===== src/design/bpc_pkg.sv =====
`timescale 1ns / 1ps
// -----------------------------------------------------------------------------
// bpc_pkg
// Shared types and codes for the button press classifier.
// -----------------------------------------------------------------------------
package bpc_pkg;

	localparam int TIMER_W = 16;
	localparam int DT_W    = 8;
	localparam int CFG_W   = 16;
	localparam int CFG_IDX_W = 3;
	localparam int EV_W    = 3;
	localparam int CNT_W   = 8;

	localparam logic [CFG_IDX_W-1:0] CFG_BELL_HOLD    = 3'd0;
	localparam logic [CFG_IDX_W-1:0] CFG_BOOST_HOLD   = 3'd1;
	localparam logic [CFG_IDX_W-1:0] CFG_RESET_HOLD   = 3'd2;
	localparam logic [CFG_IDX_W-1:0] CFG_DEBOUNCE     = 3'd3;
	localparam logic [CFG_IDX_W-1:0] CFG_LONG_HOLD    = 3'd4;
	localparam logic [CFG_IDX_W-1:0] CFG_CLICK_WINDOW = 3'd5;

	localparam logic [CFG_W-1:0] RST_BELL_HOLD    = 16'd500;
	localparam logic [CFG_W-1:0] RST_BOOST_HOLD   = 16'd150;
	localparam logic [CFG_W-1:0] RST_RESET_HOLD   = 16'd500;
	localparam logic [CFG_W-1:0] RST_DEBOUNCE     = 16'd20;
	localparam logic [CFG_W-1:0] RST_LONG_HOLD    = 16'd3000;
	localparam logic [CFG_W-1:0] RST_CLICK_WINDOW = 16'd500;

	localparam logic [EV_W-1:0] EV_NONE         = 3'd0;
	localparam logic [EV_W-1:0] EV_CLICK        = 3'd1;
	localparam logic [EV_W-1:0] EV_HELD         = 3'd2;
	localparam logic [EV_W-1:0] EV_LONG         = 3'd3;
	localparam logic [EV_W-1:0] EV_DOUBLE       = 3'd4;
	localparam logic [EV_W-1:0] EV_HOLD_RELEASE = 3'd4;
	localparam logic [EV_W-1:0] EV_CONFIRM      = 3'd5;

	typedef enum logic [2:0] {
		PH_IDLE         = 3'd0,
		PH_PRESSED      = 3'd1,
		PH_HELD         = 3'd2,
		PH_LONG         = 3'd3,
		PH_CLICK        = 3'd4,
		PH_RELEASE_WAIT = 3'd5
	} bpc_phase_t;

	typedef struct packed {
		logic [EV_W-1:0] ev;
		logic            click;
		logic            short_rel;
		logic            hold_rel;
	} bpc_lane_st_t;

	typedef struct packed {
		logic [1:0]      bell;
		logic [EV_W-1:0] boost;
		logic [EV_W-1:0] reset;
	} bpc_evt_t;

endpackage


===== src/design/bpc_poll_if.sv =====
`timescale 1ns / 1ps
// -----------------------------------------------------------------------------
// bpc_poll_if
// Poll pass channel: elapsed time and the three button levels.
// -----------------------------------------------------------------------------
interface bpc_poll_if;
	logic       valid;
	logic       ready;
	logic [7:0] elapsed_ms;
	logic       bell_pressed;
	logic       boost_pressed;
	logic       reset_pressed;

	modport source (output valid, elapsed_ms, bell_pressed, boost_pressed, reset_pressed,
		input ready);
	modport sink (input valid, elapsed_ms, bell_pressed, boost_pressed, reset_pressed,
		output ready);
endinterface


===== src/design/bpc_evt_if.sv =====
`timescale 1ns / 1ps
// -----------------------------------------------------------------------------
// bpc_evt_if
// Event channel: one word of button events per poll pass.
// -----------------------------------------------------------------------------
interface bpc_evt_if;
	logic       valid;
	logic       ready;
	logic [1:0] bell_event;
	logic [2:0] boost_event;
	logic [2:0] reset_event;

	modport source (output valid, bell_event, boost_event, reset_event, input ready);
	modport sink (input valid, bell_event, boost_event, reset_event, output ready);
endinterface


===== src/design/button_press_classifier.sv =====
`timescale 1ns / 1ps
// -----------------------------------------------------------------------------
// button_press_classifier
// Three parallel button lanes and a merge stage classifying each poll pass.
// -----------------------------------------------------------------------------
//  channel | direction | word
//  poll    | sink      | elapsed_ms, bell/boost/reset_pressed
//  evt     | source    | bell_event, boost_event, reset_event
//  cfg     | sink      | cfg_we, cfg_index, cfg_data (write only)
//
//  One poll word is taken every cycle while poll.ready is high.
//  All lanes and the merge stage update state in the cycle of acceptance.
//  A two-entry output buffer holds event words while evt is stalled;
//  poll.ready drops only when both entries are full.
//  Reset clears all phases, timers, windows, the click count and the buffer.
module button_press_classifier (
	input  logic                          clk,
	input  logic                          arst_n,
	bpc_poll_if.sink                      poll,
	bpc_evt_if.source                     evt,
	input  logic                          cfg_we,
	input  logic [bpc_pkg::CFG_IDX_W-1:0] cfg_index,
	input  logic [bpc_pkg::CFG_W-1:0]     cfg_data
);

	logic [bpc_pkg::CFG_W-1:0] bell_hold_q, boost_hold_q, reset_hold_q;
	logic [bpc_pkg::CFG_W-1:0] debounce_q, long_hold_q, click_window_q;

	bpc_pkg::bpc_lane_st_t st_bell, st_boost, st_reset;
	bpc_pkg::bpc_evt_t     res, out_q, skid_q;
	logic                  out_vld_q, skid_vld_q;
	logic                  acc, pop;

	assign poll.ready = !skid_vld_q;
	assign acc        = poll.valid && poll.ready;
	assign pop        = evt.valid && evt.ready;

	always_ff @(posedge clk or negedge arst_n) begin
		if (!arst_n) begin
			bell_hold_q    <= bpc_pkg::RST_BELL_HOLD;
			boost_hold_q   <= bpc_pkg::RST_BOOST_HOLD;
			reset_hold_q   <= bpc_pkg::RST_RESET_HOLD;
			debounce_q     <= bpc_pkg::RST_DEBOUNCE;
			long_hold_q    <= bpc_pkg::RST_LONG_HOLD;
			click_window_q <= bpc_pkg::RST_CLICK_WINDOW;
		end else if (cfg_we) begin
			unique case (cfg_index)
				bpc_pkg::CFG_BELL_HOLD:    bell_hold_q    <= cfg_data;
				bpc_pkg::CFG_BOOST_HOLD:   boost_hold_q   <= cfg_data;
				bpc_pkg::CFG_RESET_HOLD:   reset_hold_q   <= cfg_data;
				bpc_pkg::CFG_DEBOUNCE:     debounce_q     <= cfg_data;
				bpc_pkg::CFG_LONG_HOLD:    long_hold_q    <= cfg_data;
				bpc_pkg::CFG_CLICK_WINDOW: click_window_q <= cfg_data;
				default: ;
			endcase
		end
	end

	bpc_lane u_lane_bell (
		.clk(clk), .arst_n(arst_n), .en(acc), .dt(poll.elapsed_ms),
		.pressed(poll.bell_pressed), .hold_ms(bell_hold_q),
		.debounce_ms(debounce_q), .long_hold_ms(long_hold_q), .st(st_bell)
	);

	bpc_lane u_lane_boost (
		.clk(clk), .arst_n(arst_n), .en(acc), .dt(poll.elapsed_ms),
		.pressed(poll.boost_pressed), .hold_ms(boost_hold_q),
		.debounce_ms(debounce_q), .long_hold_ms(long_hold_q), .st(st_boost)
	);

	bpc_lane u_lane_reset (
		.clk(clk), .arst_n(arst_n), .en(acc), .dt(poll.elapsed_ms),
		.pressed(poll.reset_pressed), .hold_ms(reset_hold_q),
		.debounce_ms(debounce_q), .long_hold_ms(long_hold_q), .st(st_reset)
	);

	bpc_merge u_merge (
		.clk(clk), .arst_n(arst_n), .en(acc), .dt(poll.elapsed_ms),
		.click_window_ms(click_window_q), .st_bell(st_bell),
		.st_boost(st_boost), .st_reset(st_reset), .res(res)
	);

	always_ff @(posedge clk or negedge arst_n) begin
		if (!arst_n) begin
			out_vld_q  <= 1'b0;
			skid_vld_q <= 1'b0;
		end else if (pop) begin
			if (skid_vld_q)
				skid_vld_q <= 1'b0;
			else
				out_vld_q <= acc;
		end else if (acc) begin
			if (!out_vld_q)
				out_vld_q <= 1'b1;
			else
				skid_vld_q <= 1'b1;
		end
	end

	always_ff @(posedge clk) begin
		if (pop) begin
			if (skid_vld_q)
				out_q <= skid_q;
			else if (acc)
				out_q <= res;
		end else if (acc) begin
			if (!out_vld_q)
				out_q <= res;
			else
				skid_q <= res;
		end
	end

	assign evt.valid       = out_vld_q;
	assign evt.bell_event  = out_q.bell;
	assign evt.boost_event = out_q.boost;
	assign evt.reset_event = out_q.reset;

endmodule


===== src/design/bpc_lane.sv =====
`timescale 1ns / 1ps
// -----------------------------------------------------------------------------
// bpc_lane
// Per-button machine: debounce, press, hold, long hold, click, release wait.
// -----------------------------------------------------------------------------
module bpc_lane (
	input  logic                          clk,
	input  logic                          arst_n,
	input  logic                          en,
	input  logic [bpc_pkg::DT_W-1:0]      dt,
	input  logic                          pressed,
	input  logic [bpc_pkg::CFG_W-1:0]     hold_ms,
	input  logic [bpc_pkg::CFG_W-1:0]     debounce_ms,
	input  logic [bpc_pkg::CFG_W-1:0]     long_hold_ms,
	output bpc_pkg::bpc_lane_st_t         st
);

	bpc_pkg::bpc_phase_t               phase_q, phase_d;
	logic [bpc_pkg::TIMER_W-1:0]       hold_rem_q, hold_rem_d, hold_rem_t;
	logic [bpc_pkg::TIMER_W-1:0]       deb_rem_q, deb_rem_d, deb_rem_t;
	logic                              hold_act_q, hold_act_d;
	logic                              deb_act_q, deb_act_d;
	logic [bpc_pkg::TIMER_W-1:0]       dt_w;
	logic                              hold_exp;

	assign dt_w = {{(bpc_pkg::TIMER_W - bpc_pkg::DT_W){1'b0}}, dt};

	// run timers down, saturating at zero
	assign hold_rem_t = !hold_act_q ? hold_rem_q :
		(hold_rem_q > dt_w) ? hold_rem_q - dt_w : '0;
	assign deb_rem_t = !deb_act_q ? deb_rem_q :
		(deb_rem_q > dt_w) ? deb_rem_q - dt_w : '0;
	assign hold_exp = hold_act_q && (hold_rem_t == '0);

	always_comb begin
		phase_d    = phase_q;
		hold_rem_d = hold_rem_t;
		hold_act_d = hold_act_q;
		deb_rem_d  = deb_rem_t;
		deb_act_d  = deb_act_q;
		unique case (phase_q)
			bpc_pkg::PH_IDLE: begin
				if (pressed) begin
					hold_act_d = 1'b1;
					hold_rem_d = hold_ms;
					if (!deb_act_q) begin
						deb_act_d = 1'b1;
						deb_rem_d = debounce_ms;
					end
				end else begin
					hold_act_d = 1'b0;
					hold_rem_d = '0;
					deb_act_d  = 1'b0;
					deb_rem_d  = '0;
				end
				if (deb_act_d && (deb_rem_d == '0))
					phase_d = bpc_pkg::PH_PRESSED;
			end
			bpc_pkg::PH_PRESSED: begin
				if (hold_exp) begin
					hold_act_d = 1'b1;
					hold_rem_d = long_hold_ms;
					phase_d    = bpc_pkg::PH_HELD;
				end else if (!pressed) begin
					phase_d = bpc_pkg::PH_CLICK;
				end
			end
			bpc_pkg::PH_HELD: begin
				if (!pressed)
					phase_d = bpc_pkg::PH_RELEASE_WAIT;
				else if (hold_exp)
					phase_d = bpc_pkg::PH_LONG;
			end
			bpc_pkg::PH_LONG: phase_d = bpc_pkg::PH_RELEASE_WAIT;
			bpc_pkg::PH_CLICK: phase_d = bpc_pkg::PH_RELEASE_WAIT;
			bpc_pkg::PH_RELEASE_WAIT: begin
				hold_act_d = 1'b0;
				hold_rem_d = '0;
				deb_act_d  = 1'b0;
				deb_rem_d  = '0;
				if (!pressed)
					phase_d = bpc_pkg::PH_IDLE;
			end
			default: phase_d = bpc_pkg::PH_IDLE;
		endcase
	end

	always_comb begin
		st = '0;
		unique case (phase_q)
			bpc_pkg::PH_PRESSED: st.short_rel = !hold_exp && !pressed;
			bpc_pkg::PH_HELD: begin
				st.ev       = bpc_pkg::EV_HELD;
				st.hold_rel = !pressed;
			end
			bpc_pkg::PH_LONG: st.ev = bpc_pkg::EV_LONG;
			bpc_pkg::PH_CLICK: begin
				st.ev    = bpc_pkg::EV_CLICK;
				st.click = 1'b1;
			end
			default: st = '0;
		endcase
	end

	always_ff @(posedge clk or negedge arst_n) begin
		if (!arst_n) begin
			phase_q    <= bpc_pkg::PH_IDLE;
			hold_rem_q <= '0;
			hold_act_q <= 1'b0;
			deb_rem_q  <= '0;
			deb_act_q  <= 1'b0;
		end else if (en) begin
			phase_q    <= phase_d;
			hold_rem_q <= hold_rem_d;
			hold_act_q <= hold_act_d;
			deb_rem_q  <= deb_rem_d;
			deb_act_q  <= deb_act_d;
		end
	end

endmodule


===== src/design/bpc_merge.sv =====
`timescale 1ns / 1ps
// -----------------------------------------------------------------------------
// bpc_merge
// Combines lane status into one event word; owns click windows and count.
// -----------------------------------------------------------------------------
module bpc_merge (
	input  logic                      clk,
	input  logic                      arst_n,
	input  logic                      en,
	input  logic [bpc_pkg::DT_W-1:0]  dt,
	input  logic [bpc_pkg::CFG_W-1:0] click_window_ms,
	input  bpc_pkg::bpc_lane_st_t     st_bell,
	input  bpc_pkg::bpc_lane_st_t     st_boost,
	input  bpc_pkg::bpc_lane_st_t     st_reset,
	output bpc_pkg::bpc_evt_t         res
);

	logic [bpc_pkg::TIMER_W-1:0] w0_rem_q, w0_rem_t, w0_rem_d;
	logic [bpc_pkg::TIMER_W-1:0] w1_rem_q, w1_rem_t, w1_rem_d;
	logic                        w0_act_q, w0_act_d;
	logic                        w1_act_q, w1_act_d;
	logic [bpc_pkg::CNT_W-1:0]   cnt_q, cnt_d;
	logic [bpc_pkg::TIMER_W-1:0] dt_w;

	assign dt_w = {{(bpc_pkg::TIMER_W - bpc_pkg::DT_W){1'b0}}, dt};

	assign w0_rem_t = !w0_act_q ? w0_rem_q :
		(w0_rem_q > dt_w) ? w0_rem_q - dt_w : '0;
	assign w1_rem_t = !w1_act_q ? w1_rem_q :
		(w1_rem_q > dt_w) ? w1_rem_q - dt_w : '0;

	always_comb begin
		res.bell  = st_bell.ev[1:0];
		res.boost = st_boost.ev;
		w0_act_d  = w0_act_q;
		w0_rem_d  = w0_rem_t;
		if (st_boost.click) begin
			if (!w0_act_q) begin
				w0_act_d = 1'b1;
				w0_rem_d = click_window_ms;
			end else begin
				w0_act_d  = 1'b0;
				w0_rem_d  = '0;
				res.boost = bpc_pkg::EV_DOUBLE;
			end
		end
		if (w0_act_d && (w0_rem_d == '0)) begin
			w0_act_d = 1'b0;
			w0_rem_d = '0;
		end

		cnt_d     = cnt_q + {{(bpc_pkg::CNT_W - 1){1'b0}}, st_reset.short_rel};
		res.reset = st_reset.hold_rel ? bpc_pkg::EV_HOLD_RELEASE : st_reset.ev;
		w1_act_d  = w1_act_q;
		w1_rem_d  = w1_rem_t;
		if (st_reset.click && !w1_act_q && (cnt_d == bpc_pkg::CNT_W'(1))) begin
			w1_act_d = 1'b1;
			w1_rem_d = click_window_ms;
		end
		// window end: confirm a lone click, drop the count
		if (w1_act_d && (w1_rem_d == '0)) begin
			if (cnt_d == bpc_pkg::CNT_W'(1))
				res.reset = bpc_pkg::EV_CONFIRM;
			cnt_d    = '0;
			w1_act_d = 1'b0;
			w1_rem_d = '0;
		end
	end

	always_ff @(posedge clk or negedge arst_n) begin
		if (!arst_n) begin
			w0_rem_q <= '0;
			w0_act_q <= 1'b0;
			w1_rem_q <= '0;
			w1_act_q <= 1'b0;
			cnt_q    <= '0;
		end else if (en) begin
			w0_rem_q <= w0_rem_d;
			w0_act_q <= w0_act_d;
			w1_rem_q <= w1_rem_d;
			w1_act_q <= w1_act_d;
			cnt_q    <= cnt_d;
		end
	end

endmodule


===== src/flat_wrapper.sv =====
// flat-port wrapper written by rule: the top's interface ports become plain ports
module button_press_classifier_flat 
  (clk, arst_n, cfg_we, cfg_index, cfg_data, poll_valid, poll_elapsed_ms, poll_bell_pressed, poll_boost_pressed, poll_reset_pressed, poll_ready, evt_valid, evt_bell_event, evt_boost_event, evt_reset_event, evt_ready);
  bpc_poll_if poll_i ();
  bpc_evt_if evt_i ();
  input  logic clk;
  input  logic arst_n;
  input  logic cfg_we;
  input  logic [bpc_pkg::CFG_IDX_W-1:0] cfg_index;
  input  logic [bpc_pkg::CFG_W-1:0] cfg_data;
  input wire logic [$bits(poll_i.valid)-1:0] poll_valid;
  input wire logic [$bits(poll_i.elapsed_ms)-1:0] poll_elapsed_ms;
  input wire logic [$bits(poll_i.bell_pressed)-1:0] poll_bell_pressed;
  input wire logic [$bits(poll_i.boost_pressed)-1:0] poll_boost_pressed;
  input wire logic [$bits(poll_i.reset_pressed)-1:0] poll_reset_pressed;
  output wire logic [$bits(poll_i.ready)-1:0] poll_ready;
  output wire logic [$bits(evt_i.valid)-1:0] evt_valid;
  output wire logic [$bits(evt_i.bell_event)-1:0] evt_bell_event;
  output wire logic [$bits(evt_i.boost_event)-1:0] evt_boost_event;
  output wire logic [$bits(evt_i.reset_event)-1:0] evt_reset_event;
  input wire logic [$bits(evt_i.ready)-1:0] evt_ready;
  assign poll_i.valid = poll_valid;
  assign poll_i.elapsed_ms = poll_elapsed_ms;
  assign poll_i.bell_pressed = poll_bell_pressed;
  assign poll_i.boost_pressed = poll_boost_pressed;
  assign poll_i.reset_pressed = poll_reset_pressed;
  assign poll_ready = poll_i.ready;
  assign evt_valid = evt_i.valid;
  assign evt_bell_event = evt_i.bell_event;
  assign evt_boost_event = evt_i.boost_event;
  assign evt_reset_event = evt_i.reset_event;
  assign evt_i.ready = evt_ready;
  button_press_classifier u_core (.clk(clk), .arst_n(arst_n), .poll(poll_i), .evt(evt_i), .cfg_we(cfg_we), .cfg_index(cfg_index), .cfg_data(cfg_data));
endmodule

===== config.mk =====
export PLATFORM = sky130hd
export DESIGN_NAME = button_press_classifier_flat
export DESIGN_NICKNAME = d
export VERILOG_FILES = /design/src/design/bpc_pkg.sv /design/src/design/bpc_poll_if.sv /design/src/design/bpc_evt_if.sv /design/src/design/button_press_classifier.sv /design/src/design/bpc_lane.sv /design/src/design/bpc_merge.sv /design/src/flat_wrapper.sv
export SDC_FILE = /design/constraint.sdc
export NUM_CORES = 1
export LEC_CHECK = 0
export BUFFER_PORTS_ARGS = -buffer_cell sky130_fd_sc_hd__buf_2
export CAP_MARGIN = 20
export CORE_MARGIN = 4
export CORE_UTILIZATION = 45
export CTS_BUF_LIST = sky130_fd_sc_hd__clkbuf_8
export DETAILED_ROUTE_END_ITERATION = 7
export HOLD_SLACK_MARGIN = 0.12
export PLACE_DENSITY = 0.71
export SLEW_MARGIN = 30
export SYNTH_ARGS = -nofsm -noshare
export SYNTH_HDL_FRONTEND = slang
export SYNTH_SLANG_ARGS = --single-unit

===== constraint.sdc =====
create_clock -name clk -period 6.5 [get_ports clk]
set_input_delay 0.325 -clock clk [delete_from_list [all_inputs] [get_ports clk]]
set_output_delay 0.325 -clock clk [all_outputs]
set_load 0.005 [all_outputs]

After elaboration in Yosys (flattened, before gate mapping) --
Cells that the tools add are included.
Word-level totals: flip-flop bits (word level) 267, logic and storage cells 257
Cells by class: add/sub/neg operators 9, $lt $le $gt $ge 8, equality and inequality tests 38, mux-type cells 107, bitwise logic cells 1, reductions and logical operators 60
Operator list (number):
- two-way mux 16 bit | 36
- case mux 16 bit (3 select lines) | 3
- greater-than comparator 16 x 8 -> 1 bit | 8
- logical NOT 16 bit | 8
- subtractor 16 x 8 -> 16 bit | 8
- case mux 16 bit (2 select lines) | 3
- two-way mux 3 bit | 23
- two-way mux 8 bit | 6
- case mux 3 bit (5 select lines) | 3
- == test 3 x 2 -> 1 bit (second input constant) | 8
- == test 3 bit (second input constant) | 8
- two-way mux 1 bit | 24
- != test 2 bit (second input constant) | 11
- AND reduction 2 bit | 11
- != test 3 bit (second input constant) | 6
- case mux 2 bit (3 select lines) | 3
- AND reduction 3 bit | 5
- AND reduction 5 bit | 3
- logical AND 1 bit | 13
- == test 3 x 1 -> 1 bit (second input constant) | 4
- logical NOT 3 bit | 4
- nonzero test 2 bit | 6
- case mux 1 bit (3 select lines) | 3
- nonzero test 3 bit | 3
- 6 further kinds | 13

Depth between registers and ports, before layout --
Gate-level depths: netlist of run 1.
depth in word-level cells 18, mapped depth 25, mapped depth without buffers 23

Modules after synthesis --
A second synthesis of run 1 with hierarchy kept.
Unflattened totals: cell total of the unflattened synthesis 2325, area total of the unflattened synthesis 20419.6 sq um
Modules (own cells, without submodules):
- button_press_classifier | instances 1, cells an instance 246, area each 4403.0 sq um, seq. area each 2971.6 sq um
- bpc_lane (u_core.u_lane_boost) | instances 1, cells an instance 553, area each 4277.9 sq um, seq. area each 925.9 sq um
- bpc_lane (u_core.u_lane_bell) | instances 1, cells an instance 550, area each 4078.9 sq um, seq. area each 925.9 sq um
- bpc_merge | instances 1, cells an instance 473, area each 3861.2 sq um, seq. area each 1051.0 sq um
- bpc_lane (u_core.u_lane_reset) | instances 1, cells an instance 503, area each 3798.6 sq um, seq. area each 925.9 sq um

Worst setup path before layout of run 1 --
Ideal clock, no wire load.
kind input -> register, from input port poll_elapsed_ms[1], to register u_core.out_q (netlist bit u_core.evt.reset_event[1]), data pin, setup time 0.266 ns, data arrival time 5.369 ns, setup slack 0.864 ns, cell stages on the path 23, cell sequence inv_1 ha_1 nor2b_1 o21bai_1 a41oi_1 o21ai_0 or4b_1 nor4b_1 o21ai_1 and3_1 ha_1 ha_1 nand2_1 nor2_1 a211oi_1 or3_1 clkbuf_1 buf_2 a41oi_1 nor3_1 nand3_1 nor3_2 o31ai_1
Between the ends: word-level cells in the longest chain between the ends 18, elaborated cells on any way between the ends 27
RTL lines:
- start: declaration | line flat_wrapper.sv:12 | input wire logic [$bits(poll_i.elapsed_ms)-1:0] poll_elapsed_ms;
- subtractor 16 x 8 -> 16 bit / greater-than comparator 16 x 8 -> 1 bit (equally long branches) | line bpc_lane.sv:30 | (hold_rem_q > dt_w) ? hold_rem_q - dt_w : '0;
- two-way mux 16 bit | line bpc_lane.sv:30
- two-way mux 16 bit | line bpc_lane.sv:29 | assign hold_rem_t = !hold_act_q ? hold_rem_q :
- logical NOT 16 bit | line bpc_lane.sv:33 | assign hold_exp = hold_act_q && (hold_rem_t == '0);
- logical AND 1 bit | line bpc_lane.sv:33
- logical NOT 1 bit | line bpc_lane.sv:91 | bpc_pkg::PH_PRESSED: st.short_rel = !hold_exp && !pressed;
- logical AND 1 bit | line bpc_lane.sv:91
- two-way mux 1 bit | line bpc_lane.sv:90 | unique case (phase_q)
- [... 2 more ...]
- logical AND 1 bit | line bpc_merge.sv:56 | if (st_reset.click && !w1_act_q && (cnt_d == bpc_pkg::CNT_W'(1))) begin
- two-way mux 16 bit | line bpc_merge.sv:56
- logical NOT 16 bit | line bpc_merge.sv:61 | if (w1_act_d && (w1_rem_d == '0)) begin
- logical AND 1 bit | line bpc_merge.sv:61
- two-way mux 3 bit * | line bpc_merge.sv:61
- two-way mux 8 bit (on tied branches) | line button_press_classifier.sv:107, button_press_classifier.sv:104
- two-way mux 8 bit (on tied branches) | line button_press_classifier.sv:106, button_press_classifier.sv:102
- two-way mux 8 bit * | line button_press_classifier.sv:101 | if (pop) begin
- end signal: assignment | line button_press_classifier.sv:103 | out_q <= skid_q;
- end signal: assignment | line button_press_classifier.sv:105 | out_q <= res;
- end signal: assignment | line button_press_classifier.sv:108 | out_q <= res;
- end: declaration | line button_press_classifier.sv:30 | bpc_pkg::bpc_evt_t res, out_q, skid_q;
Mark *: on every way between the ends. The rest lies on a longest branch, timed or not. The select of a mux whose other input is x is not followed. A chain may end at the register's enable or synchronous reset.

Worst setup path after layout of run 1 --
from register u_core.u_lane_reset.hold_rem_q[0] in the netlist's numbering, to register u_core.out_q (netlist bit u_core.evt.reset_event[1]), data pin
Between the ends: word-level cells in the longest chain between the ends 18, elaborated cells on any way between the ends 23
RTL lines:
- start: declaration | line bpc_lane.sv:19 | logic [bpc_pkg::TIMER_W-1:0] hold_rem_q, hold_rem_d, hold_rem_t;
- start signal: assignment | line bpc_lane.sv:114 | hold_rem_q <= hold_rem_d;
- subtractor 16 x 8 -> 16 bit / greater-than comparator 16 x 8 -> 1 bit (equally long branches) | line bpc_lane.sv:30
- two-way mux 16 bit | line bpc_lane.sv:30
- two-way mux 16 bit * | line bpc_lane.sv:29
- logical NOT 16 bit * | line bpc_lane.sv:33
- logical AND 1 bit * | line bpc_lane.sv:33
- logical NOT 1 bit * | line bpc_lane.sv:91
- logical AND 1 bit * | line bpc_lane.sv:91
- two-way mux 1 bit * | line bpc_lane.sv:90
- [... 2 more ...]
- logical AND 1 bit | line bpc_merge.sv:56
- two-way mux 16 bit | line bpc_merge.sv:56
- logical NOT 16 bit | line bpc_merge.sv:61
- logical AND 1 bit | line bpc_merge.sv:61
- two-way mux 3 bit * | line bpc_merge.sv:61
- two-way mux 8 bit (on tied branches) | line button_press_classifier.sv:107, button_press_classifier.sv:104
- two-way mux 8 bit (on tied branches) | line button_press_classifier.sv:106, button_press_classifier.sv:102
- two-way mux 8 bit * | line button_press_classifier.sv:101
Marks and branches as above.

==> flow_metrics.py, run 1 <==
metrics = {
    "final_layout": {
        "drive_gt1_share_pct": 15.4,
        "area_growth_pct": 11.1,
        "num-nets-final": 2272,
        "fin_cells": 2734,
    },
    "worst_setup_path": {
        "slowest_stage": "or4b_1",
        "criticalPathCategory": "flip-flop to flip-flop",
        "crit_top_cell": "ha_1",
        "cp_num_buf_inv": 1,
        "cp.required_ns": 6.86,
        "crit_arrival_ns": 6.40,
        "r2r_cells": 23,
        "critical_path.cell_chain": "inv_1 > ha_1 > fa_1 > nor2b_1 > o31a_1 > a21oi_1 > or3_1 > or4b_1 > nor4b_1 > o21ai_1 > and3_1 > ha_1 > ha_1 > nor2b_1 > nand4_1 > a2bb2oi_1 > or3_4 > mux2i_1 > o2111ai_1 > nor3_2 > nand3_2 > nor3_4 > o31ai_1",
        "cp-end-kind": "flip-flop",
        "cpPeakStageDelay_ns": 0.48,
        "startpoint_type": "flip-flop",
        "crit_fanout": 9,
        "crit_family": "simple AND/OR/NAND/NOR gates",
        "path_depth": 23,
        "ff2ff_setup_slack_ns": 0.46,
    },
    "synthesis": {
        "yosys_warnings": 0,
        "synth_area_per_cell_um2": 8.78,
        "syn_area_um2": 18600,
        "syn_nets": 2233,
        "synth_cells": 2123,
        "synth_cell_types": 94,
        "synth_seq_cells": 267,
        "async_flop_share_pct": 94.0,
        "seq_area_frac_synth_pct": 36.5,
        "yosysTopAreaCell": "dfrtp_1",
        "synth.area.top_cells": "dfrtp_1, mux2_2, o21ai_0, ha_1, dfstp_2",
        "synth.top_cell.area_share_pct": 29.5,
        "synthFlopType": "dfrtp_1",
        "synth_edf_count": 16,
    },
    "route": {
        "route.detailed.drc": 0,
        "via_per_inst": 6.45,
        "drt_iter0_drc": 2232,
        "vias": 17600,
        "wl_um": 60600,
        "ant_nets": 0,
        "first_pass_iters": 8,
        "wl_per_cell_um": 22.2,
    },
    "sta": {
        "final_max_slew_viol_count": 0,
        "final.setup.tns_ns": 0,
        "post-route-period-util_pct": 92.9,
        "worstMarginPinSlew_ns": 1.01,
        "hold_viol": 0,
        "slew_headroom_pct": 32.1,
        "timing.fmax_mhz": 166,
        "skew_ns": 0.0402,
        "setup-violations-final": 0,
        "final.setup.worst_slack_ns": 0.461,
        "fin_crit_ns": 6.04,
    },
    "grt": {
        "grt_pass1_vias": 16700,
        "met2_usage_pct": 39.7,
        "met3_usage_pct": 5.91,
        "antenna_found_initial": 4,
        "overflow": 0,
        "grt_usage_pct": 26.4,
        "grt_max_degree": 114,
        "grt.met1_usage_pct": 36.8,
        "busiest_layer": "met2",
        "grt_first_pass_wirelength_um": 94400,
    },
    "hold_path": {
        "worstHoldPathCells": 2,
        "hp-class": "primary input to flip-flop",
    },
    "cts": {
        "worstSkewPairLatency_ns": 0.62,
        "cts.sinks": 267,
        "clk_pin_slew_worst_paths_ns": 0.06,
        "clock-root-buffer": "clkbuf_8",
        "cts.path.max_buffers": 3,
        "cts_buffers": 48,
        "cts_tree": "done",
        "htree_levels": 2,
    },
    "floorplanning": {
        "ioPinCount": 45,
        "start_util_pct": 45.6,
        "fp.dieW_um": 212,
        "core_area_um2": 40900,
        "rows": 74,
        "die_area_um2": 44800,
        "die_h_um": 212,
    },
    "job": {
        "cap_violations": 0,
    },
    "placed_design": {
        "hpwl_um": 42400,
        "portBuffers": 44,
        "pre_cts_slack_ns": 0.257,
        "place_inst": 2629,
        "place_congestion": 0.940,
    },
    "power": {
        "p_leak_nw": 8.58,
        "power.density_nw_per_um2": 480,
        "peakVddDrop_mv": 0.284,
        "total_power_mw": 9.94,
    },
    "status": {
        "outcome": "finished, final reports clean",
    },
}
layer usage:
layer / vias up / wire [um] / part of all wire [%]
met5: - / 40 / 0.066
met1: 8626 / 25600 / 42
met4: 2 / 2810 / 4.6
met2: 801 / 26600 / 44
li1: 8053 / - / -
met3: 146 / 5620 / 9.3
metrics by stage:
step	hold WS (ns)	util [%]	area (um2)
CTS	0.124	50.5	20700
floorplan	0.0294	-	18600
finish	0.160	50.6	20700
detailed placement	0.279	47.5	19400
global route	0.130	50.6	20700
global placement	0.466	47.4	19400
layout by cell type, fill, tap and decap left out, types with 14 or more instances in the layout:
cell | Yosys | final
nand4_1 | 22 | 22
ha_1 | 67 | 67
dlygate4sd3_1 | 0 | 14
or4_1 | 16 | 16
mux2_2 | 104 | 104
a211oi_1 | 19 | 18
nor2_1 | 159 | 159
nor3_1 | 74 | 72
o211ai_1 | 19 | 19
a31oi_1 | 22 | 22
a221oi_1 | 16 | 16
a21o_1 | 22 | 22
nand2_1 | 192 | 191
o21ai_0 | 179 | 179
buf_2 | 7 | 44
nand3_1 | 43 | 42
dfrtp_1 | 220 | 220
nor2b_1 | 37 | 36
nand2b_1 | 30 | 30
nor4_1 | 28 | 27
mux2i_1 | 15 | 15
xor2_1 | 22 | 22
o21a_1 | 24 | 24
o21ai_1 | 26 | 26
and3_1 | 15 | 14
or2_2 | 14 | 14
a21oi_1 | 140 | 140
xnor2_1 | 47 | 47
a22oi_1 | 35 | 35
inv_1 | 76 | 85
dfstp_2 | 31 | 31
clkbuf_8 | 0 | 59
edfxtp_1 | 16 | 16
o22ai_1 | 22 | 22
buf_4 | 2 | 27
or3_1 | 35 | 34
worst paths after layout:
kind / start / to
min reg2reg: u_core.u_merge.cnt_q[0] / u_core.u_merge.cnt_q[0]
max reg2reg: u_core.u_lane_reset.hold_rem_q[0] / u_core.evt.reset_event[1]
min: cfg_data[9] / u_core.debounce_q[9]
max: u_core.u_lane_reset.hold_rem_q[0] / u_core.evt.reset_event[1]
min in group asynchronous: arst_n / u_core.u_lane_bell.deb_rem_q[7]
max in group asynchronous: arst_n / u_core.u_lane_bell.hold_rem_q[14]
cells in the mapped netlist (all sizes together), types with 24 or more instances:
cell and number:
o21a 24, nand2b 30, dfrtp 220, o21ai 206
dfstp 31, xnor2 47, a22oi 35, nand3 43
nor3 76, clkbuf 84, nor2 159, a21oi 143
nor2b 37, or3 35, nand2 192, nor4 30
inv 77, mux2 104, ha 67
cell type report:
type / count / area (um2)
fill: 3840 / 20200
multi-input combinational: 1676 / 11200
sequential: 267 / 6800
clock buffer: 59 / 812
tap: 532 / 666
timing repair buffer: 89 / 637
inverter: 80 / 300
clock inverter: 30 / 283
antenna: 1 / 2.50
logic make-up (layout without fill, tap and decap cells):
group,count (synthesis),count (layout),share of synthesized area [%]
other,0,1,0
adder cells (fa/ha/maj),75,75,5.35
multiplexers,119,119,7.09
flip-flops,267,267,36.5
buffers and inverters,180,258,3.79
AO/OA/AOI/OAI,694,694,24.6
XOR/XNOR,69,69,3.24
AND/OR/NAND/NOR,719,719,19.4
power by group:
| part | switching (mW) | internal [mW] |
|---|---|---|
| combinational | 3.01 | 2.05 |
| sequential | 0.782 | 2.28 |
| clock | 0.781 | 1.03 |
| total | 4.58 | 5.36 |
what timing repair did:
item | CTS | global route
gates resized for setup | 0 | 7
hold buffers | 14 | 0
setup endpoints to repair | 0 | 12
endpoints found under the hold margin | 169 | 0
setup buffers | 0 | 0
Power figures use the tool's default switching activity.
==> run 2: changes to the inputs <==
- CORE_UTILIZATION: 45 -> 25
- PLACE_DENSITY: 0.71 -> 0.49
==> run 2 against run 1 <==
Net effect: register-to-register slack lost 0.09 ns; critical path depth grew 1; clock power increased by 5%; clock-buffer cell count is 4 higher; sequential share of layout area shrank 0.87 points; flip-flop and latch count is the same; die area grew 77%; final cell count rose by 16%; core utilization fell by 22 points; cell area rose by 2.7%; clock skew shrank 0.0067 ns; critical path type unchanged; critical endpoint unchanged.
==> flow_metrics.py, run 2 (synthesis gave the netlist of run 1 again) <==
metrics = {
    "grt": {
        "grt_pass1_vias": 16900,
        "grt_max_degree": 134,
        "overflow": 0,
        "grt_first_pass_wirelength_um": 103000,
        "antenna_found_initial": 4,
        "grt_usage_pct": 16.6,
    },
    "sta": {
        "hold_viol": 0,
        "final.setup.worst_slack_ns": 0.369,
        "final.setup.tns_ns": 0,
        "rsz0062_at_grt": "no",
        "post-route-period-util_pct": 94.3,
        "final_max_slew_viol_count": 0,
        "skew_ns": 0.0335,
        "slew_headroom_pct": 33.0,
        "timing.fmax_mhz": 163,
        "worstMarginPinSlew_ns": 1.00,
        "setup-violations-final": 0,
        "holdWs_ns": 0.178,
        "fin_crit_ns": 6.13,
    },
    "cts": {
        "cts_buffers": 51,
        "clock-root-buffer": "clkbuf_8",
        "post_cts_buffers": 0,
        "cts.sinks": 267,
        "cts.path.max_buffers": 3,
        "cts_tree": "done",
        "clk_pin_slew_worst_paths_ns": 0.06,
        "worstSkewPairLatency_ns": 0.67,
        "htree_levels": 2,
    },
    "final_layout": {
        "final_cell_mix": "dfrtp_1, nand2_1, o21ai_0, nor2_1, a21oi_1",
        "drive_gt1_share_pct": 15.6,
        "regArea_um2": 6800,
        "layout.cells.most_common": "dfrtp_1",
        "n_fill_cell": 7726,
        "num-nets-final": 2272,
        "multiInputGateArea_um2": 11200,
        "fin_util_pct": 29.0,
        "area_growth_pct": 14.1,
    },
    "power": {
        "p_int_mw": 5.38,
        "combPwrFrac_pct": 50.4,
        "peakVddDrop_mv": 0.156,
        "clkPwrFrac_pct": 18.9,
        "total_power_mw": 10.1,
        "p_switching_mw": 4.67,
        "p_leak_nw": 8.62,
        "p_sw_share_pct": 46.5,
        "seq_power_share_pct": 30.7,
        "power.density_nw_per_um2": 473,
    },
    "route": {
        "wl_per_cell_um": 21.2,
        "vias": 17600,
        "wl_um": 67000,
        "first_pass_iters": 6,
        "via_per_inst": 5.55,
        "ant_nets": 0,
        "route.detailed.drc": 0,
        "drt_iter0_drc": 1529,
    },
    "placed_design": {
        "portBuffers": 44,
        "place_congestion": 0.915,
        "hpwl_um": 47300,
        "pre_cts_slack_ns": 0.194,
    },
    "worst_setup_path": {
        "crit_fanout": 9,
        "cp-end-kind": "flip-flop",
        "crit_arrival_ns": 6.51,
        "criticalPathCategory": "flip-flop to flip-flop",
        "cp.required_ns": 6.88,
        "startpoint_type": "flip-flop",
    },
    "floorplanning": {
        "core_area_um2": 73500,
        "ioPinCount": 45,
        "rows": 99,
        "die_h_um": 281,
        "fp.dieW_um": 281,
        "start_util_pct": 25.4,
        "die_area_um2": 79000,
    },
    "status": {
        "outcome": "finished, final reports clean",
    },
    "job": {
        "cap_violations": 0,
    },
    "hold_path": {
        "hp-class": "primary input to flip-flop",
    },
}
-- run 2: cell types whose count changed in the layout (fill, tap and decap cells not counted), moves of 3 or more --
cell           before  now
clkbuf_8           59   63
nor3_2              2    5
clkinv_2           10   15
dlygate4sd3_1      14   11
-- run 2: area by class of cell --
class,instances,share of cell area (%)
Antenna cell,1,0.0118
Clock inverter,33,1.38
Clock buffer,63,4.08
Multi-Input combinational cell,1676,52.7
Sequential cell,267,32.0
Inverter,80,1.41
Tap cell,959,5.64
Timing Repair Buffer,86,2.85
-- run 2: stage by stage --
stage                     area [um2]  cells
after CTS                      21200   3162
after floorplan                18600   2123
final                          21300   3165
after global routing           21300   3165
after global placement         19900   3054
after detailed placement       20000   3055
-- run 2: worst paths after layout --
path / slack (ns) / to / cells past startpoint / from
max: 0.37 / u_core.evt.reset_event[1] / 24 / u_core.u_lane_reset.hold_rem_q[0]
min: 0.18 / u_core.bell_hold_q[7] / 2 / cfg_data[7]
max reg2reg: 0.37 / u_core.evt.reset_event[1] / 24 / u_core.u_lane_reset.hold_rem_q[0]
min reg2reg: 0.48 / u_core.u_lane_boost.deb_rem_q[2] / 2 / u_core.u_lane_boost.deb_rem_q[2]
max in group asynchronous: 5.20 / u_core.u_lane_boost.hold_rem_q[8] / 3 / arst_n
min in group asynchronous: 0.20 / u_core.u_merge.w0_rem_q[13] / 2 / arst_n
-- run 2: power by group through the flow --
stage               Combinational (mW)  Clock [mW]  Sequential [mW]
floorplan                         3.92           0             2.68
global placement                  4.90           0             3.06
detailed placement                4.97           0             3.08
CTS                               5.00        1.96             3.06
global route                      5.65        2.03             3.16
finish                            5.07        1.90             3.08
-- run 2: what timing repair did --
action | 4_1_cts | 5_1_grt
endpoints found under the hold margin | 123 | 0
resized for setup | 0 | 5
hold buffers | 11 | 0
endpoints found under the setup margin | 0 | 10
-- run 2: critical path: stages (launching register included) --
cell and delay, ns:
dfrtp_1 0.42, inv_1 0.06, ha_1 0.21, fa_1 0.41, nor2b_1 0.16, o31a_1 0.19
a21oi_1 0.09, or3_1 0.34, or4b_1 0.47, nor4b_1 0.40, o21ai_1 0.16, and3_1 0.26
ha_1 0.22, ha_1 0.29, nor2b_1 0.17, nand4_1 0.13, a2bb2oi_1 0.20, or3_4 0.48
buf_4 0.18, nand3_1 0.08, o2111ai_1 0.14, nor3_2 0.21, nand3_2 0.19, nor3_4 0.27
o31ai_1 0.12
-- run 2: routing by layer --
metal  track usage (%)  share of wire, %
met3              2.34               5.7
met5                 0             0.019
met2              25.9                45
met4              5.11               2.9
met1              23.6                46
==> run 3: changes to the inputs <==
- CELL_PAD_IN_SITES_DETAIL_PLACEMENT: default -> 0
- CELL_PAD_IN_SITES_GLOBAL_PLACEMENT: default -> 1
- CORE_ASPECT_RATIO: default -> 2
- PLACE_DENSITY: 0.49 -> 0.57
==> run 3 against run 2 <==
Net effect: critical path depth up 1; critical path type unchanged; largest cell class unchanged; hold slack worse by 0.034 ns; clock-buffer cell count is 11 lower; sequential power up 2%.
==> flow_metrics.py, run 3 (synthesis gave the netlist of run 1 again) <==
metrics = {
    "route": {
        "drt_iter0_drc": 1189,
        "wl_um": 78400,
        "drt-met1-wl_um": 26300,
        "ant_nets": 0,
        "top_layer_used": "met4",
        "vias": 17500,
        "dr_wl_met2_um": 43200,
        "via_per_inst": 5.59,
        "wl_met3_um": 2350,
        "route.detailed.drc": 0,
        "wl_per_cell_um": 25.0,
        "first_pass_iters": 8,
    },
    "final_layout": {
        "fin_cells": 3137,
        "area_growth_pct": 13.3,
        "drive_gt1_share_pct": 15.6,
        "layout.cells.most_common": "dfrtp_1",
        "num-nets-final": 2277,
        "final_cell_mix": "dfrtp_1, nand2_1, o21ai_0, nor2_1, a21oi_1",
    },
    "power": {
        "peakVddDrop_mv": 0.143,
        "p_switching_mw": 4.91,
        "combPwrFrac_pct": 52.0,
        "seq_power_share_pct": 30.9,
        "p_int_mw": 5.23,
        "p_sw_share_pct": 48.4,
        "power.density_nw_per_um2": 480,
        "clkPwrFrac_pct": 17.1,
        "p_leak_nw": 8.57,
        "total_power_mw": 10.1,
    },
    "floorplanning": {
        "fp.dieW_um": 201,
        "ioPinCount": 45,
        "start_util_pct": 25.2,
        "core_area_um2": 73900,
        "rows": 141,
        "die_area_um2": 79300,
        "die_h_um": 394,
    },
    "worst_setup_path": {
        "r2r_start": "u_core.u_lane_reset.hold_rem_q[0]",
        "crit_arrival_ns": 6.72,
        "crit_path_start": "u_core.u_lane_reset.hold_rem_q[0]",
        "r2r_cells": 25,
        "criticalPathCategory": "flip-flop to flip-flop",
        "crit_fanout": 8,
        "r2r_end": "u_core.u_merge.cnt_q[6]",
        "cp.required_ns": 7.02,
        "ff2ff_setup_slack_ns": 0.29,
        "endpoint": "u_core.u_merge.cnt_q[6]",
        "cp-end-kind": "flip-flop",
        "startpoint_type": "flip-flop",
    },
    "job": {
        "cap_violations": 0,
    },
    "sta": {
        "final.setup.tns_ns": 0,
        "skew_ns": 0.0513,
        "fin_crit_ns": 6.21,
        "rsz0062_at_grt": "no",
        "worstMarginPinSlew_ns": 0.920,
        "setup-violations-final": 0,
        "final_max_slew_viol_count": 0,
        "timing.fmax_mhz": 161,
        "slew_headroom_pct": 38.2,
        "hold_viol": 0,
        "holdWs_ns": 0.143,
        "post-route-period-util_pct": 95.5,
    },
    "grt": {
        "grt_first_pass_wirelength_um": 116000,
        "antenna_found_initial": 7,
        "grt_pass1_vias": 18100,
        "grt_usage_pct": 19.1,
        "grt_max_degree": 154,
        "overflow": 0,
    },
    "cts": {
        "cts.sinks": 267,
        "worstSkewPairLatency_ns": 0.65,
        "cts_tree": "done",
        "cts.path.max_buffers": 3,
        "cts_buffers": 46,
        "clock-root-buffer": "clkbuf_8",
        "clk_pin_slew_worst_paths_ns": 0.07,
        "htree_levels": 2,
        "post_cts_buffers": 0,
    },
    "status": {
        "outcome": "finished, final reports clean",
    },
    "placed_design": {
        "hpwl_um": 59600,
        "portBuffers": 44,
        "place_congestion": 0.912,
        "place_inst": 3038,
    },
    "hold_path": {
        "hp-class": "primary input to async pin",
    },
}
[run 3: cell types whose count changed in the layout (fill, tap and decap cells not counted), sizes merged]
cell and change:
buf +13, clkinvlp +3, inv +3, diode +2
clkbuf -11, dlygate4sd3 -3, clkinv -5
[run 3: per-layer routing]
metal,vias up,track usage [%]
met4,0,14.1
li1,8079,-
met5,-,0
met1,8754,18.2
met3,214,1.75
met2,498,37.3
[run 3: through the flow]
step / util (%) / setup WS (ns) / instance area, um2
2_1_floorplan: - / 0.864 / 18600
3_3_place_gp: 27.0 / 0.0991 / 20000
3_5_place_dp: 27.1 / -0.00229 / 20000
4_1_cts: 28.5 / 0.0603 / 21100
5_1_grt: 28.6 / 0.0679 / 21100
6_report: 28.6 / 0.292 / 21100
[run 3: worst min path at each step]
stage                                 endpoint  slack [ns]  depth (start not counted)
2_1_floorplan            u_core.bell_hold_q[0]        0.03                          0
3_3_place_gp   u_core.u_lane_bell.deb_rem_q[3]        0.42                          1
3_5_place_dp   u_core.u_lane_bell.deb_rem_q[3]        0.42                          1
4_1_cts         u_core.u_lane_reset.hold_act_q        0.12                          3
5_1_grt         u_core.u_lane_reset.hold_act_q        0.14                          3
6_report       u_core.u_lane_bell.deb_rem_q[3]        0.14                          2
[run 3: layout make-up]
type                       count  area (um2)
fill                        7750       52800
multi-input combinational   1676       11200
sequential                   267        6800
tap                          929        1160
clock buffer                  52         716
timing repair buffer          96         671
inverter                      80         300
clock inverter                34         270
antenna                        3        7.51
[run 3: worst max-delay path, stage by stage, from the launching register on]
cell	delay, ns
dfrtp_1	0.43
inv_1	0.06
ha_1	0.21
fa_1	0.42
nor2b_1	0.20
o31a_1	0.23
a21oi_1	0.08
or3_1	0.36
or4b_1	0.48
nor4b_2	0.32
buf_4	0.18
o21ai_1	0.07
and3_1	0.23
ha_1	0.21
ha_1	0.29
nor2b_1	0.18
nand4_1	0.11
a2bb2oi_1	0.20
or3_4	0.46
nor4_1	0.22
a41oi_1	0.08
nor3_1	0.32
nand3_1	0.17
buf_4	0.19
and3_1	0.16
a211o_1	0.22
[run 3: power by group through the flow]
| stage | Combinational, mW | Clock (mW) | Sequential, mW |
|---|---|---|---|
| 4_1_cts | 5.28 | 1.79 | 3.12 |
| 3_3_place_gp | 5.21 | 0 | 3.14 |
| 3_5_place_dp | 5.24 | 0 | 3.14 |
| 5_1_grt | 5.82 | 1.84 | 3.20 |
| 2_1_floorplan | 3.92 | 0 | 2.68 |
| 6_report | 5.28 | 1.73 | 3.13 |
[run 3: timing repair]
item                                   CTS  global route
hold buffers                             8             0
endpoints found under the hold margin  104             0
setup endpoints to repair                0            13
resized for setup                        0             3
